==> config.mk <==
export PLATFORM = sky130hd
export DESIGN_NAME = one_wire_temperature_master
export DESIGN_NICKNAME = d
export VERILOG_FILES = /design/src/rtl/otm_pkg.sv /design/src/rtl/one_wire_temperature_master.sv /design/src/rtl/otm_fifo.sv /design/src/rtl/otm_front.sv /design/src/rtl/otm_seq.sv
export SDC_FILE = /design/constraint.sdc
export NUM_CORES = 1
export LEC_CHECK = 0
export BUFFER_PORTS_ARGS = -buffer_cell sky130_fd_sc_hd__buf_2
export CAP_MARGIN = 20
export CORE_MARGIN = 2
export CORE_UTILIZATION = 43
export CTS_CLUSTER_SIZE = 28
export DETAILED_ROUTE_END_ITERATION = 6
export PLACE_DENSITY_LB_ADDON = 0.12
export SYNTH_ARGS = -nofsm -noshare
export SYNTH_HDL_FRONTEND = slang
export SYNTH_SLANG_ARGS = --single-unit
==> constraint.sdc <==
create_clock -name clk -period 9.4 [get_ports clk]
set_input_delay 1.88 -clock clk [delete_from_list [all_inputs] [get_ports clk]]
set_output_delay 1.88 -clock clk [all_outputs]
set_load 0.005 [all_outputs]
==> src/rtl/otm_pkg.sv <==
// Shared types, codes and reset constants of the one-wire temperature master.
package otm_pkg;

    localparam int QUEUE_DEPTH = 2;

    localparam int CNT_W  = 10;
    localparam int SHORT_W = 4;
    localparam int CFG_IDX_W = 3;
    localparam int CFG_DATA_W = 10;

    localparam logic [7:0] CMD_SKIP_ROM = 8'hCC;
    localparam logic [7:0] CMD_CONVERT  = 8'h44;
    localparam logic [7:0] CMD_READ_PAD = 8'hBE;

    localparam logic [CNT_W-1:0]   RST_LOW_RESET   = 10'd503;
    localparam logic [CNT_W-1:0]   PRES_WAIT_RESET = 10'd70;
    localparam logic [CNT_W-1:0]   RST_REC_RESET   = 10'd430;
    localparam logic [CNT_W-1:0]   SLOT_HOLD_RESET = 10'd63;
    localparam logic [SHORT_W-1:0] SHORT_RESET     = 4'd1;

    localparam logic [CFG_IDX_W-1:0] CFG_RESET_LOW     = 3'd0;
    localparam logic [CFG_IDX_W-1:0] CFG_PRESENCE_WAIT = 3'd1;
    localparam logic [CFG_IDX_W-1:0] CFG_RESET_REC     = 3'd2;
    localparam logic [CFG_IDX_W-1:0] CFG_SLOT_HOLD     = 3'd3;
    localparam logic [CFG_IDX_W-1:0] CFG_WRITE_LOW     = 3'd4;
    localparam logic [CFG_IDX_W-1:0] CFG_READ_LOW      = 3'd5;
    localparam logic [CFG_IDX_W-1:0] CFG_READ_SAMPLE   = 3'd6;
    localparam logic [CFG_IDX_W-1:0] CFG_SLOT_REC      = 3'd7;

    localparam logic [1:0] OPCODE_CONVERT = 2'd1;
    localparam logic [1:0] OPCODE_READ    = 2'd2;

    typedef enum logic [1:0] {
        OP_TICK    = 2'd0,
        OP_CONVERT = 2'd1,
        OP_READ    = 2'd2
    } op_kind_t;

    typedef enum logic [3:0] {
        PH_IDLE      = 4'd0,
        PH_RST_LOW   = 4'd1,
        PH_PRES_WAIT = 4'd2,
        PH_RST_REC   = 4'd3,
        PH_W_LOW     = 4'd4,
        PH_W_HOLD    = 4'd5,
        PH_W_REC     = 4'd6,
        PH_R_LOW     = 4'd7,
        PH_R_WAIT    = 4'd8,
        PH_R_HOLD    = 4'd9
    } phase_t;

    typedef struct packed {
        logic [CNT_W-1:0]   reset_low;
        logic [CNT_W-1:0]   presence_wait;
        logic [CNT_W-1:0]   reset_recovery;
        logic [CNT_W-1:0]   slot_hold;
        logic [SHORT_W-1:0] write_low;
        logic [SHORT_W-1:0] read_low;
        logic [SHORT_W-1:0] read_sample;
        logic [SHORT_W-1:0] slot_recovery;
    } cfg_t;

    typedef struct packed {
        op_kind_t kind;
        logic     line_level;
    } front_item_t;

    typedef struct packed {
        logic       drive_low;
        logic       busy_res;
        logic       done_res;
        logic       presence_seen;
        logic [7:0] temp_whole;
        logic [3:0] temp_fraction;
    } result_t;

endpackage

==> src/rtl/one_wire_temperature_master.sv <==
// Top level of the one-wire temperature master: config registers, front, sequencer, result queue.
// A tick item waits in the front queue; its result is formed combinationally and registered in the result queue.
// Throughput: one tick item per clock while the result queue has room; each item steps the sequencer once.
// Each queue holds QUEUE_DEPTH items; either side may stall without stopping the other at once.
// Reset (rst_n low, asynchronous): queues empty, sequencer idle, reading and presence cleared,
// timing registers back to 503, 70, 430, 63, 1, 1, 1, 1.
module one_wire_temperature_master #(
    parameter int QUEUE_DEPTH = otm_pkg::QUEUE_DEPTH
) (
    input  logic                           clk,
    input  logic                           rst_n,
    // tick item side
    input  logic                           push,
    output logic                           full,
    input  logic [1:0]                     operation,
    input  logic                           line_level,
    // result side
    output logic                           empty,
    input  logic                           pop,
    output logic                           drive_low,
    output logic                           busy_res,
    output logic                           done_res,
    output logic                           presence_seen,
    output logic [7:0]                     temp_whole,
    output logic [3:0]                     temp_fraction,
    // configuration write port
    input  logic                           cfg_we,
    input  logic [otm_pkg::CFG_IDX_W-1:0]  cfg_index,
    input  logic [otm_pkg::CFG_DATA_W-1:0] cfg_data
);

    otm_pkg::cfg_t        cfg_reg;
    otm_pkg::front_item_t item;
    otm_pkg::result_t     seq_result;
    otm_pkg::result_t     out_result;
    logic                 item_valid;
    logic                 out_full;
    logic                 step;

    // Timing registers; the short ones keep only their low four bits.
    always_ff @(posedge clk or negedge rst_n)
    begin
        if (!rst_n)
        begin
            cfg_reg.reset_low      <= otm_pkg::RST_LOW_RESET;
            cfg_reg.presence_wait  <= otm_pkg::PRES_WAIT_RESET;
            cfg_reg.reset_recovery <= otm_pkg::RST_REC_RESET;
            cfg_reg.slot_hold      <= otm_pkg::SLOT_HOLD_RESET;
            cfg_reg.write_low      <= otm_pkg::SHORT_RESET;
            cfg_reg.read_low       <= otm_pkg::SHORT_RESET;
            cfg_reg.read_sample    <= otm_pkg::SHORT_RESET;
            cfg_reg.slot_recovery  <= otm_pkg::SHORT_RESET;
        end
        else if (cfg_we)
        begin
            case (cfg_index)
                otm_pkg::CFG_RESET_LOW:     cfg_reg.reset_low      <= cfg_data;
                otm_pkg::CFG_PRESENCE_WAIT: cfg_reg.presence_wait  <= cfg_data;
                otm_pkg::CFG_RESET_REC:     cfg_reg.reset_recovery <= cfg_data;
                otm_pkg::CFG_SLOT_HOLD:     cfg_reg.slot_hold      <= cfg_data;
                otm_pkg::CFG_WRITE_LOW:     cfg_reg.write_low      <= cfg_data[3:0];
                otm_pkg::CFG_READ_LOW:      cfg_reg.read_low       <= cfg_data[3:0];
                otm_pkg::CFG_READ_SAMPLE:   cfg_reg.read_sample    <= cfg_data[3:0];
                otm_pkg::CFG_SLOT_REC:      cfg_reg.slot_recovery  <= cfg_data[3:0];
                default: ;
            endcase
        end
    end

    // Front: classify and hold incoming tick items.
    otm_front #(
        .DEPTH (QUEUE_DEPTH)
    ) u_front (
        .clk        (clk),
        .rst_n      (rst_n),
        .push       (push),
        .full       (full),
        .operation  (operation),
        .line_level (line_level),
        .item_valid (item_valid),
        .item_take  (step),
        .item       (item)
    );

    // Advance the sequencer one tick whenever an item waits and the result queue has room.
    assign step = item_valid && !out_full;

    otm_seq u_seq (
        .clk    (clk),
        .rst_n  (rst_n),
        .cfg    (cfg_reg),
        .step   (step),
        .item   (item),
        .result (seq_result)
    );

    // Result queue: holds finished results until popped.
    otm_fifo #(
        .WIDTH ($bits(otm_pkg::result_t)),
        .DEPTH (QUEUE_DEPTH)
    ) u_out_q (
        .clk       (clk),
        .rst_n     (rst_n),
        .push      (step),
        .push_data (seq_result),
        .full      (out_full),
        .pop       (pop),
        .pop_data  (out_result),
        .empty     (empty)
    );

    assign drive_low     = out_result.drive_low;
    assign busy_res      = out_result.busy_res;
    assign done_res      = out_result.done_res;
    assign presence_seen = out_result.presence_seen;
    assign temp_whole    = out_result.temp_whole;
    assign temp_fraction = out_result.temp_fraction;

endmodule

==> src/rtl/otm_fifo.sv <==
// Small register-based first-in first-out queue with push/full and pop/empty sides.
module otm_fifo #(
    parameter int WIDTH = 8,
    parameter int DEPTH = otm_pkg::QUEUE_DEPTH
) (
    input  logic             clk,
    input  logic             rst_n,
    input  logic             push,
    input  logic [WIDTH-1:0] push_data,
    output logic             full,
    input  logic             pop,
    output logic [WIDTH-1:0] pop_data,
    output logic             empty
);

    localparam int PTR_W = (DEPTH > 1) ? $clog2(DEPTH) : 1;
    localparam int CNT_W = $clog2(DEPTH + 1);

    logic [WIDTH-1:0] mem_reg [DEPTH];
    logic [PTR_W-1:0] wr_ptr_reg, wr_ptr_next;
    logic [PTR_W-1:0] rd_ptr_reg, rd_ptr_next;
    logic [CNT_W-1:0] count_reg, count_next;
    logic             do_push, do_pop;

    assign full     = (count_reg == CNT_W'(DEPTH));
    assign empty    = (count_reg == '0);
    assign do_push  = push && !full;
    assign do_pop   = pop && !empty;
    assign pop_data = mem_reg[rd_ptr_reg];

    always_comb
    begin
        wr_ptr_next = wr_ptr_reg;
        rd_ptr_next = rd_ptr_reg;
        count_next  = count_reg;
        if (do_push)
        begin
            wr_ptr_next = (wr_ptr_reg == PTR_W'(DEPTH - 1)) ? '0 : wr_ptr_reg + 1'b1;
        end
        if (do_pop)
        begin
            rd_ptr_next = (rd_ptr_reg == PTR_W'(DEPTH - 1)) ? '0 : rd_ptr_reg + 1'b1;
        end
        if (do_push && !do_pop)
        begin
            count_next = count_reg + 1'b1;
        end
        else if (do_pop && !do_push)
        begin
            count_next = count_reg - 1'b1;
        end
    end

    always_ff @(posedge clk or negedge rst_n)
    begin
        if (!rst_n)
        begin
            wr_ptr_reg <= '0;
            rd_ptr_reg <= '0;
            count_reg  <= '0;
        end
        else
        begin
            wr_ptr_reg <= wr_ptr_next;
            rd_ptr_reg <= rd_ptr_next;
            count_reg  <= count_next;
        end
    end

    always_ff @(posedge clk)
    begin
        if (do_push)
        begin
            mem_reg[wr_ptr_reg] <= push_data;
        end
    end

endmodule

==> src/rtl/otm_front.sv <==
// Front end: classifies each tick item's operation and queues it for the sequencer.
module otm_front #(
    parameter int DEPTH = otm_pkg::QUEUE_DEPTH
) (
    input  logic                clk,
    input  logic                rst_n,
    input  logic                push,
    output logic                full,
    input  logic [1:0]          operation,
    input  logic                line_level,
    output logic                item_valid,
    input  logic                item_take,
    output otm_pkg::front_item_t item
);

    otm_pkg::front_item_t in_item;
    logic                 q_empty;

    // Map opcode three (and zero) to a plain tick.
    always_comb
    begin
        in_item.line_level = line_level;
        case (operation)
            otm_pkg::OPCODE_CONVERT: in_item.kind = otm_pkg::OP_CONVERT;
            otm_pkg::OPCODE_READ:    in_item.kind = otm_pkg::OP_READ;
            default:                 in_item.kind = otm_pkg::OP_TICK;
        endcase
    end

    otm_fifo #(
        .WIDTH ($bits(otm_pkg::front_item_t)),
        .DEPTH (DEPTH)
    ) u_in_q (
        .clk       (clk),
        .rst_n     (rst_n),
        .push      (push),
        .push_data (in_item),
        .full      (full),
        .pop       (item_take),
        .pop_data  (item),
        .empty     (q_empty)
    );

    assign item_valid = !q_empty;

endmodule

==> src/rtl/otm_seq.sv <==
// Back end: tick-counted bus sequencer producing one result per tick item.
module otm_seq (
    input  logic                 clk,
    input  logic                 rst_n,
    input  otm_pkg::cfg_t        cfg,
    input  logic                 step,
    input  otm_pkg::front_item_t item,
    output otm_pkg::result_t     result
);

    otm_pkg::phase_t phase_reg, phase_next;
    logic [otm_pkg::CNT_W-1:0] tick_reg, tick_next, tick_inc, len;
    logic [7:0] shift_reg, shift_next;
    logic [2:0] bit_reg, bit_next;
    logic [1:0] byte_reg, byte_next;
    logic       read_mode_reg, read_mode_next;
    logic [7:0] low_store_reg, low_store_next;
    logic [7:0] whole_reg, whole_next;
    logic [3:0] frac_reg, frac_next;
    logic       presence_reg, presence_next;
    logic       done;
    logic       timed, slot_end, start, last_bit;

    assign start    = (item.kind == otm_pkg::OP_CONVERT) || (item.kind == otm_pkg::OP_READ);
    assign tick_inc = tick_reg + 1'b1;
    assign last_bit = (bit_reg == 3'd7);
    assign timed    = (phase_reg inside {[otm_pkg::PH_RST_LOW:otm_pkg::PH_R_HOLD]});

    always_comb
    begin
        case (phase_reg)
            otm_pkg::PH_RST_LOW:   len = cfg.reset_low;
            otm_pkg::PH_PRES_WAIT: len = cfg.presence_wait;
            otm_pkg::PH_RST_REC:   len = cfg.reset_recovery;
            otm_pkg::PH_W_LOW:     len = otm_pkg::CNT_W'(cfg.write_low);
            otm_pkg::PH_W_HOLD:    len = cfg.slot_hold;
            otm_pkg::PH_W_REC:     len = otm_pkg::CNT_W'(cfg.slot_recovery);
            otm_pkg::PH_R_LOW:     len = otm_pkg::CNT_W'(cfg.read_low);
            otm_pkg::PH_R_WAIT:    len = otm_pkg::CNT_W'(cfg.read_sample);
            otm_pkg::PH_R_HOLD:    len = cfg.slot_hold;
            default:               len = otm_pkg::CNT_W'(1);
        endcase
    end

    // A zero length still lasts one tick.
    assign slot_end = (tick_inc >= ((len == '0) ? otm_pkg::CNT_W'(1) : len));

    // Next phase
    always_comb
    begin
        phase_next = phase_reg;
        case (phase_reg)
            otm_pkg::PH_IDLE:
            begin
                if (start) phase_next = otm_pkg::PH_RST_LOW;
            end
            otm_pkg::PH_RST_LOW:
            begin
                if (slot_end) phase_next = otm_pkg::PH_PRES_WAIT;
            end
            otm_pkg::PH_PRES_WAIT:
            begin
                if (slot_end) phase_next = otm_pkg::PH_RST_REC;
            end
            otm_pkg::PH_RST_REC:
            begin
                if (slot_end) phase_next = presence_reg ? otm_pkg::PH_W_LOW : otm_pkg::PH_IDLE;
            end
            otm_pkg::PH_W_LOW:
            begin
                if (slot_end) phase_next = otm_pkg::PH_W_HOLD;
            end
            otm_pkg::PH_W_HOLD:
            begin
                if (slot_end) phase_next = otm_pkg::PH_W_REC;
            end
            otm_pkg::PH_W_REC:
            begin
                if (slot_end)
                begin
                    if (!last_bit || byte_reg == 2'd0)
                        phase_next = otm_pkg::PH_W_LOW;
                    else
                        phase_next = read_mode_reg ? otm_pkg::PH_R_LOW : otm_pkg::PH_IDLE;
                end
            end
            otm_pkg::PH_R_LOW:
            begin
                if (slot_end) phase_next = otm_pkg::PH_R_WAIT;
            end
            otm_pkg::PH_R_WAIT:
            begin
                if (slot_end) phase_next = otm_pkg::PH_R_HOLD;
            end
            otm_pkg::PH_R_HOLD:
            begin
                if (slot_end)
                    phase_next = (!last_bit || byte_reg == 2'd2) ? otm_pkg::PH_R_LOW
                                                                 : otm_pkg::PH_IDLE;
            end
            default: phase_next = otm_pkg::PH_IDLE;
        endcase
    end

    // Datapath and done
    always_comb
    begin
        tick_next      = (timed && !slot_end) ? tick_inc : '0;
        shift_next     = shift_reg;
        bit_next       = bit_reg;
        byte_next      = byte_reg;
        read_mode_next = read_mode_reg;
        low_store_next = low_store_reg;
        whole_next     = whole_reg;
        frac_next      = frac_reg;
        presence_next  = presence_reg;
        done           = 1'b0;
        case (phase_reg)
            otm_pkg::PH_IDLE:
            begin
                if (start)
                begin
                    read_mode_next = (item.kind == otm_pkg::OP_READ);
                    byte_next      = 2'd0;
                    bit_next       = 3'd0;
                end
            end
            otm_pkg::PH_PRES_WAIT:
            begin
                if (slot_end) presence_next = !item.line_level;
            end
            otm_pkg::PH_RST_REC:
            begin
                if (slot_end)
                begin
                    if (!presence_reg)
                    begin
                        done = 1'b1;
                    end
                    else
                    begin
                        shift_next = otm_pkg::CMD_SKIP_ROM;
                        bit_next   = 3'd0;
                        byte_next  = 2'd0;
                    end
                end
            end
            otm_pkg::PH_W_REC:
            begin
                if (slot_end)
                begin
                    shift_next = {1'b0, shift_reg[7:1]};
                    if (!last_bit)
                    begin
                        bit_next = bit_reg + 1'b1;
                    end
                    else
                    begin
                        bit_next = 3'd0;
                        if (byte_reg == 2'd0)
                        begin
                            shift_next = read_mode_reg ? otm_pkg::CMD_READ_PAD
                                                       : otm_pkg::CMD_CONVERT;
                            byte_next  = 2'd1;
                        end
                        else if (!read_mode_reg)
                        begin
                            done = 1'b1;
                        end
                        else
                        begin
                            shift_next = 8'd0;
                            byte_next  = 2'd2;
                        end
                    end
                end
            end
            otm_pkg::PH_R_WAIT:
            begin
                if (slot_end) shift_next = {item.line_level, shift_reg[7:1]};
            end
            otm_pkg::PH_R_HOLD:
            begin
                if (slot_end)
                begin
                    if (!last_bit)
                    begin
                        bit_next = bit_reg + 1'b1;
                    end
                    else
                    begin
                        bit_next = 3'd0;
                        if (byte_reg == 2'd2)
                        begin
                            low_store_next = shift_reg;
                            shift_next     = 8'd0;
                            byte_next      = 2'd3;
                        end
                        else
                        begin
                            frac_next  = low_store_reg[3:0];
                            whole_next = {shift_reg[3:0], low_store_reg[7:4]};
                            done       = 1'b1;
                        end
                    end
                end
            end
            default: ;
        endcase
    end

    // Result for this tick
    always_comb
    begin
        case (phase_next)
            otm_pkg::PH_RST_LOW, otm_pkg::PH_W_LOW, otm_pkg::PH_R_LOW:
                result.drive_low = 1'b1;
            otm_pkg::PH_W_HOLD:
                result.drive_low = !shift_next[0];
            default:
                result.drive_low = 1'b0;
        endcase
        result.busy_res      = (phase_next != otm_pkg::PH_IDLE);
        result.done_res      = done;
        result.presence_seen = presence_next;
        result.temp_whole    = whole_next;
        result.temp_fraction = frac_next;
    end

    always_ff @(posedge clk or negedge rst_n)
    begin
        if (!rst_n)
        begin
            phase_reg     <= otm_pkg::PH_IDLE;
            tick_reg      <= '0;
            shift_reg     <= '0;
            bit_reg       <= '0;
            byte_reg      <= '0;
            read_mode_reg <= 1'b0;
            low_store_reg <= '0;
            whole_reg     <= '0;
            frac_reg      <= '0;
            presence_reg  <= 1'b0;
        end
        else if (step)
        begin
            phase_reg     <= phase_next;
            tick_reg      <= tick_next;
            shift_reg     <= shift_next;
            bit_reg       <= bit_next;
            byte_reg      <= byte_next;
            read_mode_reg <= read_mode_next;
            low_store_reg <= low_store_next;
            whole_reg     <= whole_next;
            frac_reg      <= frac_next;
            presence_reg  <= presence_next;
        end
    end

endmodule

# Word level (Yosys, flattened, before mapping)
# Memory sizes are Yosys's and may differ from the RTL's.
# Index checks and enable logic that the tools add are counted.
# op_classes
add_sub_neg	10
n_mul	0
div_mod_pow	0
order_cmp	3
eq_ne	39
shift	0
muxes	81
n_bitwise	0
n_reduce_logical	54
# ops
cell	n
8-bit two-way mux	14
10-bit one-hot mux with 8 select lines	1
4-bit two-way mux	15
4-bit one-hot mux with 10 select lines	1
8-bit one-hot mux with 4 select lines	1
4-bit by 3-bit equality test with 1-bit output, second input constant	7
2-bit two-way mux	14
3-bit two-way mux	8
10-bit two-way mux	2
2-bit by 1-bit != test with 1-bit output, second input constant	10
1-bit two-way mux	19
2-bit AND reduction	8
3-bit equality test, second input constant	5
1-bit logical NOT	12
4-bit nonzero test	3
1-bit logical AND	11
11-bit AND reduction	1
10-bit by 1-bit adder with 10-bit output, second input constant	1
2-bit equality test, second input constant	5
10-bit greater-or-equal comparator	1
10-bit logical NOT	1
3-bit one-hot mux with 3 select lines	1
9-bit AND reduction	1
4-bit by 1-bit equality test with 1-bit output, second input constant	2
28 further kinds	43
# word_totals
register_bits	113
latch_bits	0
ramBits	38
romBits	0
inputBits	21
out_inout_bits	18
word_cells	214
mem_count	2
# mem_list
name	depth	width	rd	rd_clocked_by_memory_dff	write_ports	line	rtl
u_out_q.mem_reg	2	16	1	0	1	otm_fifo.sv:19	logic [WIDTH-1:0] mem_reg [DEPTH];
u_front.u_in_q.mem_reg	2	3	1	0	1	otm_fifo.sv:19	

# Logic depth before layout (Yosys ltp)
# depth
word_depth	11
ltp_mapped	21
depth_no_buf	17

# Cells and area by module
# Synthesis repeated with hierarchy kept, for this count alone.
# unflattened
cells_unflattened	619
area_unflattened_um2	7726.2
# by_module_without_submodules
module	n_inst	cells_each	area_each_um2	seq_area_each_um2
otm_seq	1	394	3623.5	1226.2
one_wire_temperature_master	1	125	2270.9	1435.1
otm_fifo at u_out_q	1	69	1402.6	1061.0
otm_fifo at u_front.u_in_q	1	28	410.4	280.3
otm_front	1	3	18.8	0.0

# Worst setup path before layout
# Ideal clock, no wire load.
# synth_path
kind	flip-flop to flip-flop
startpoint	register u_seq.phase_reg[2]
endpoint	memory u_out_q.mem_reg[0][15] in the netlist's numbering, data pin
setup_ns	0.274
arrival_ns	3.410
required_ns	9.126
slack_ns	5.716
stages_incl_launch_ff	18
path_buffers	2
period_less_slack_ns	3.684
path_cell_list	dfrtp_1 buf_4 nor2b_1 a22o_1 a222oi_1 and3_1 nand2_1 o31ai_1 ha_1 nand2b_4 a211oi_2 nor3_2 or2_4 buf_6 o22ai_1 o211a_1 mux2i_1 o22ai_1
# synth_lines
element	line	rtl
start: declaration	otm_seq.sv:11	otm_pkg::phase_t phase_reg, phase_next;
start signal: assignment	otm_seq.sv:234	phase_reg <= otm_pkg::PH_IDLE;
start signal: assignment	otm_seq.sv:247	phase_reg <= phase_next;
end: declaration	otm_fifo.sv:19	

==> out/qor.yml <==
clock_tree:
  cts_sinks: 151
  clock_path_buffers: 2
  clockRootBuffer: "clkbuf_16"
  cts_tree: "done"
  clk_pin_slew_worst_paths_ps: 60
  ctsResizeCount: 0
  hold_buffers: 0
  postCtsSetupBuffers: 0
  cts_buffers: 17
  htreeDepth: 4
  clock_latency_ps: 430
global_routing:
  grt_use_total_pct: 18.0
  grt_remaining_overflow: 0
  grtUsageMet1_pct: 23.3
  grt_pass1_wl_mm: 25.7
  grtUsageMet3_pct: 4.30
  busiest_layer: "met2"
  antenna_found_initial: 0
  grt_max_degree: 60
  first_global_vias: 5105
  use_met2_pct: 29.3
layout:
  nets: 696
  largest_reg_flops: 56
  layoutNonFillerInstCount: 897
  syn_to_final_growth_pct: 12.6
  n_antenna_cell: 0
  fin_area_um2: 8510
  drive_gt1_share_pct: 36.0
timing:
  period_needed_ps: 4920
  setup_tns_ps: 0
  worst_pin_slew_ps: 1000
  relSlewSlack_pct: 32.9
  rsz0062_at_grt: "false"
  fin_ws_ps: 4480
  period_share_pct: 52.4
  finalSetupViolCount: 0
  fmax_mhz: 203
  hold_viol_final: 0
  drv_slew: 0
  skew_ps: 9.05
placed_design:
  dp_cells: 865
  hpwlAfterDp_mm: 10.9
  numPortBuffers: 38
  gp_congestion: 0.845
  post_dp_cell_area_um2: 7950
  pre_cts_ws_ps: 4540
critical_path:
  worstReg2RegStart: "u_seq.phase_reg[1]"
  arrival_ps: 5140
  path_class: "reg2reg"
  crit_path_end_kind: "flip-flop"
  r2r_slack_ps: 4480
  cp_data_required_time_ps: 9620
  cp_max_fo: 18
  start_kind: "flip-flop"
  startpoint: "u_seq.phase_reg[1]"
power_and_ir_drop:
  clockPowerShare_pct: 25.5
  p_leak_uw: 0.00356
  p_switching_uw: 884
  p_total_uw: 2520
  power_density_nw_per_um2: 296
  netSwitchingFraction_pct: 35.1
  power.ir.vdd_worst_mv: 0.135
  p_int_uw: 1630
  p_seq_share_pct: 40.3
  comb_power_share_pct: 34.2
yosys:
  synthArstFlopShare_pct: 74.8
  synth_cell_types: 69
  synth_edf_count: 38
  seq_area_frac_synth_pct: 53.0
  syn_nets: 658
  synth.avg_cell_area_um2: 12.2
  syn-cell-area_um2: 7560
  synth_flop_cell: "dfrtp_1"
  ys_warn_count: 0
  yosys_register_bits: 151
  synthCells: 621
flow_run:
  maxCapViolations: 0
drt:
  wl_per_cell_um: 17.1
  viasPerCell: 5.53
  ant_nets: 0
  first_pass_iters: 6
  num_vias: 4958
  drcViolationCount: 0
  drt_iter0_drc: 270
  totalWireLength_mm: 15.4
floorplanning:
  rows: 48
  fp.coreArea_um2: 17200
  fp.dieW_um: 137
  design.die.area_um2: 18700
  die_y_um: 137
  start_util_pct: 43.8
  io_pins: 39
hold_path:
  holdCritStartpoint: "u_seq.tick_reg[9]"
  min_path_type: "reg2reg"
run_status:
  status: "complete, no violations"
-- critical path, cell delays in order (launching register included) --
cell and delay (ps):
dfrtp_1 590, buf_4 350, nor2_4 110, nand2_1 240, nor2_1 170, a22oi_1 220
nand3_1 120, a21oi_1 210, nand3_1 100, o31ai_1 280, ha_1 270, nand2b_4 140
a211oi_2 230, nor3_2 90, nor2_2 660, o21ai_0 250, a31oi_1 330, a21oi_1 70
o22ai_1 290
-- final timing paths --
path,endpoint,cells after the start
worst min-delay path,u_seq.tick_reg[9],2
worst min register to register,u_seq.tick_reg[9],2
max in group asynchronous,u_seq.bit_reg[0],2
min in group asynchronous,cfg_reg[32],1
worst max-delay path,u_out_q.mem_reg[0][15],18
worst max register to register,u_out_q.mem_reg[0][15],18
-- per-stage QoR --
step           utilization, %  hold slack, ps
3_5_place_dp             46.1             482
2_1_floorplan               -             460
4_1_cts                  49.4             493
3_3_place_gp             46.1             477
6_report                 49.4             496
5_1_grt                  49.4             514
-- metal layers --
layer	vias to the layer above	wire (um)
met3	30	539
met5	-	0
li1	2356	-
met4	0	334
met2	99	7420
met1	2473	7060
-- power by group through the flow --
stage / Sequential [uW] / Combinational, uW / Clock (uW)
after floorplan: 970 / 674 / 0
after global placement: 1020 / 845 / 0
after detailed placement: 1030 / 865 / 0
after CTS: 1020 / 869 / 657
after global routing: 1040 / 955 / 689
final: 1010 / 860 / 642
-- cell usage after synthesis (3+ instances only) --
| cell | number | area share (%) |
|---|---|---|
| mux2_2 | 113 | 17 |
| dfrtp_1 | 86 | 28 |
| nand2_1 | 57 | 2.8 |
| edfxtp_1 | 38 | 15 |
| a21oi_1 | 35 | 2.3 |
| nor2_1 | 31 | 1.5 |
| dfstp_2 | 27 | 9.4 |
| o21ai_0 | 19 | 1.3 |
| ha_1 | 16 | 2.6 |
| nand3_1 | 13 | 0.86 |
| xnor2_1 | 13 | 1.5 |
| a22o_1 | 11 | 1.3 |
| buf_2 | 11 | 0.73 |
| inv_1 | 11 | 0.55 |
| clkbuf_1 | 10 | 0.50 |
| a22oi_1 | 9 | 0.89 |
| nand4_1 | 9 | 0.74 |
| nand2b_1 | 8 | 0.66 |
| nor3_1 | 8 | 0.53 |
| nor2b_1 | 7 | 0.58 |
| xor2_1 | 7 | 0.81 |
| and3_1 | 5 | 0.41 |
| mux2_1 | 4 | 0.60 |
| nand4b_1 | 4 | 0.46 |
| a21o_1 | 3 | 0.30 |
| a31oi_1 | 3 | 0.25 |
| buf_6 | 3 | 0.45 |
| mux2i_1 | 3 | 0.40 |
| nor2_2 | 3 | 0.25 |
| nor3_2 | 3 | 0.40 |
| nor3b_1 | 3 | 0.30 |
| o21ai_1 | 3 | 0.20 |
-- cells in the final DEF, fill, tap and decap left out, types with 4 or more instances in the layout --
cell,synthesis,final
dfstp_2,27,27
clkbuf_16,0,18
inv_1,11,11
nand4b_1,4,4
mux2_1,4,4
nand4_1,9,9
buf_2,11,37
a22oi_1,9,9
xor2_1,7,7
nand3_1,13,13
nor2_1,31,31
nand2b_1,8,8
and3_1,5,5
xnor2_1,13,13
nor2b_1,7,7
dfrtp_1,86,86
a22o_1,11,11
o21ai_0,19,19
clkinvlp_4,0,6
edfxtp_1,38,38
nor3_1,8,8
buf_4,2,9
mux2_2,113,113
a21oi_1,35,35
ha_1,16,16
inv_6,0,4
nand2_1,57,57
-- area by class of cell --
type	instances	area (um^2)
fillers	1522	8730
flip-flops and latches	151	4000
multi-input cells	431	3360
clock buffers	19	454
well taps	225	282
repair buffers	46	253
clock inverters	13	108
inverters	12	45.0
-- cells by family (layout without fill, tap and decap cells) --
family	after synthesis	count (layout)	share of synthesized area [%]
XOR/XNOR	20	20	2.32
adder cells (fa/ha/maj)	16	16	2.65
buffers and inverters	39	90	2.52
AND/OR/NAND/NOR	168	168	12.3
flip-flops	151	151	53.0
multiplexers	120	120	17.8
AO/OA/AOI/OAI	107	107	9.45
Note: power is estimated with default switching activity, not from simulation.
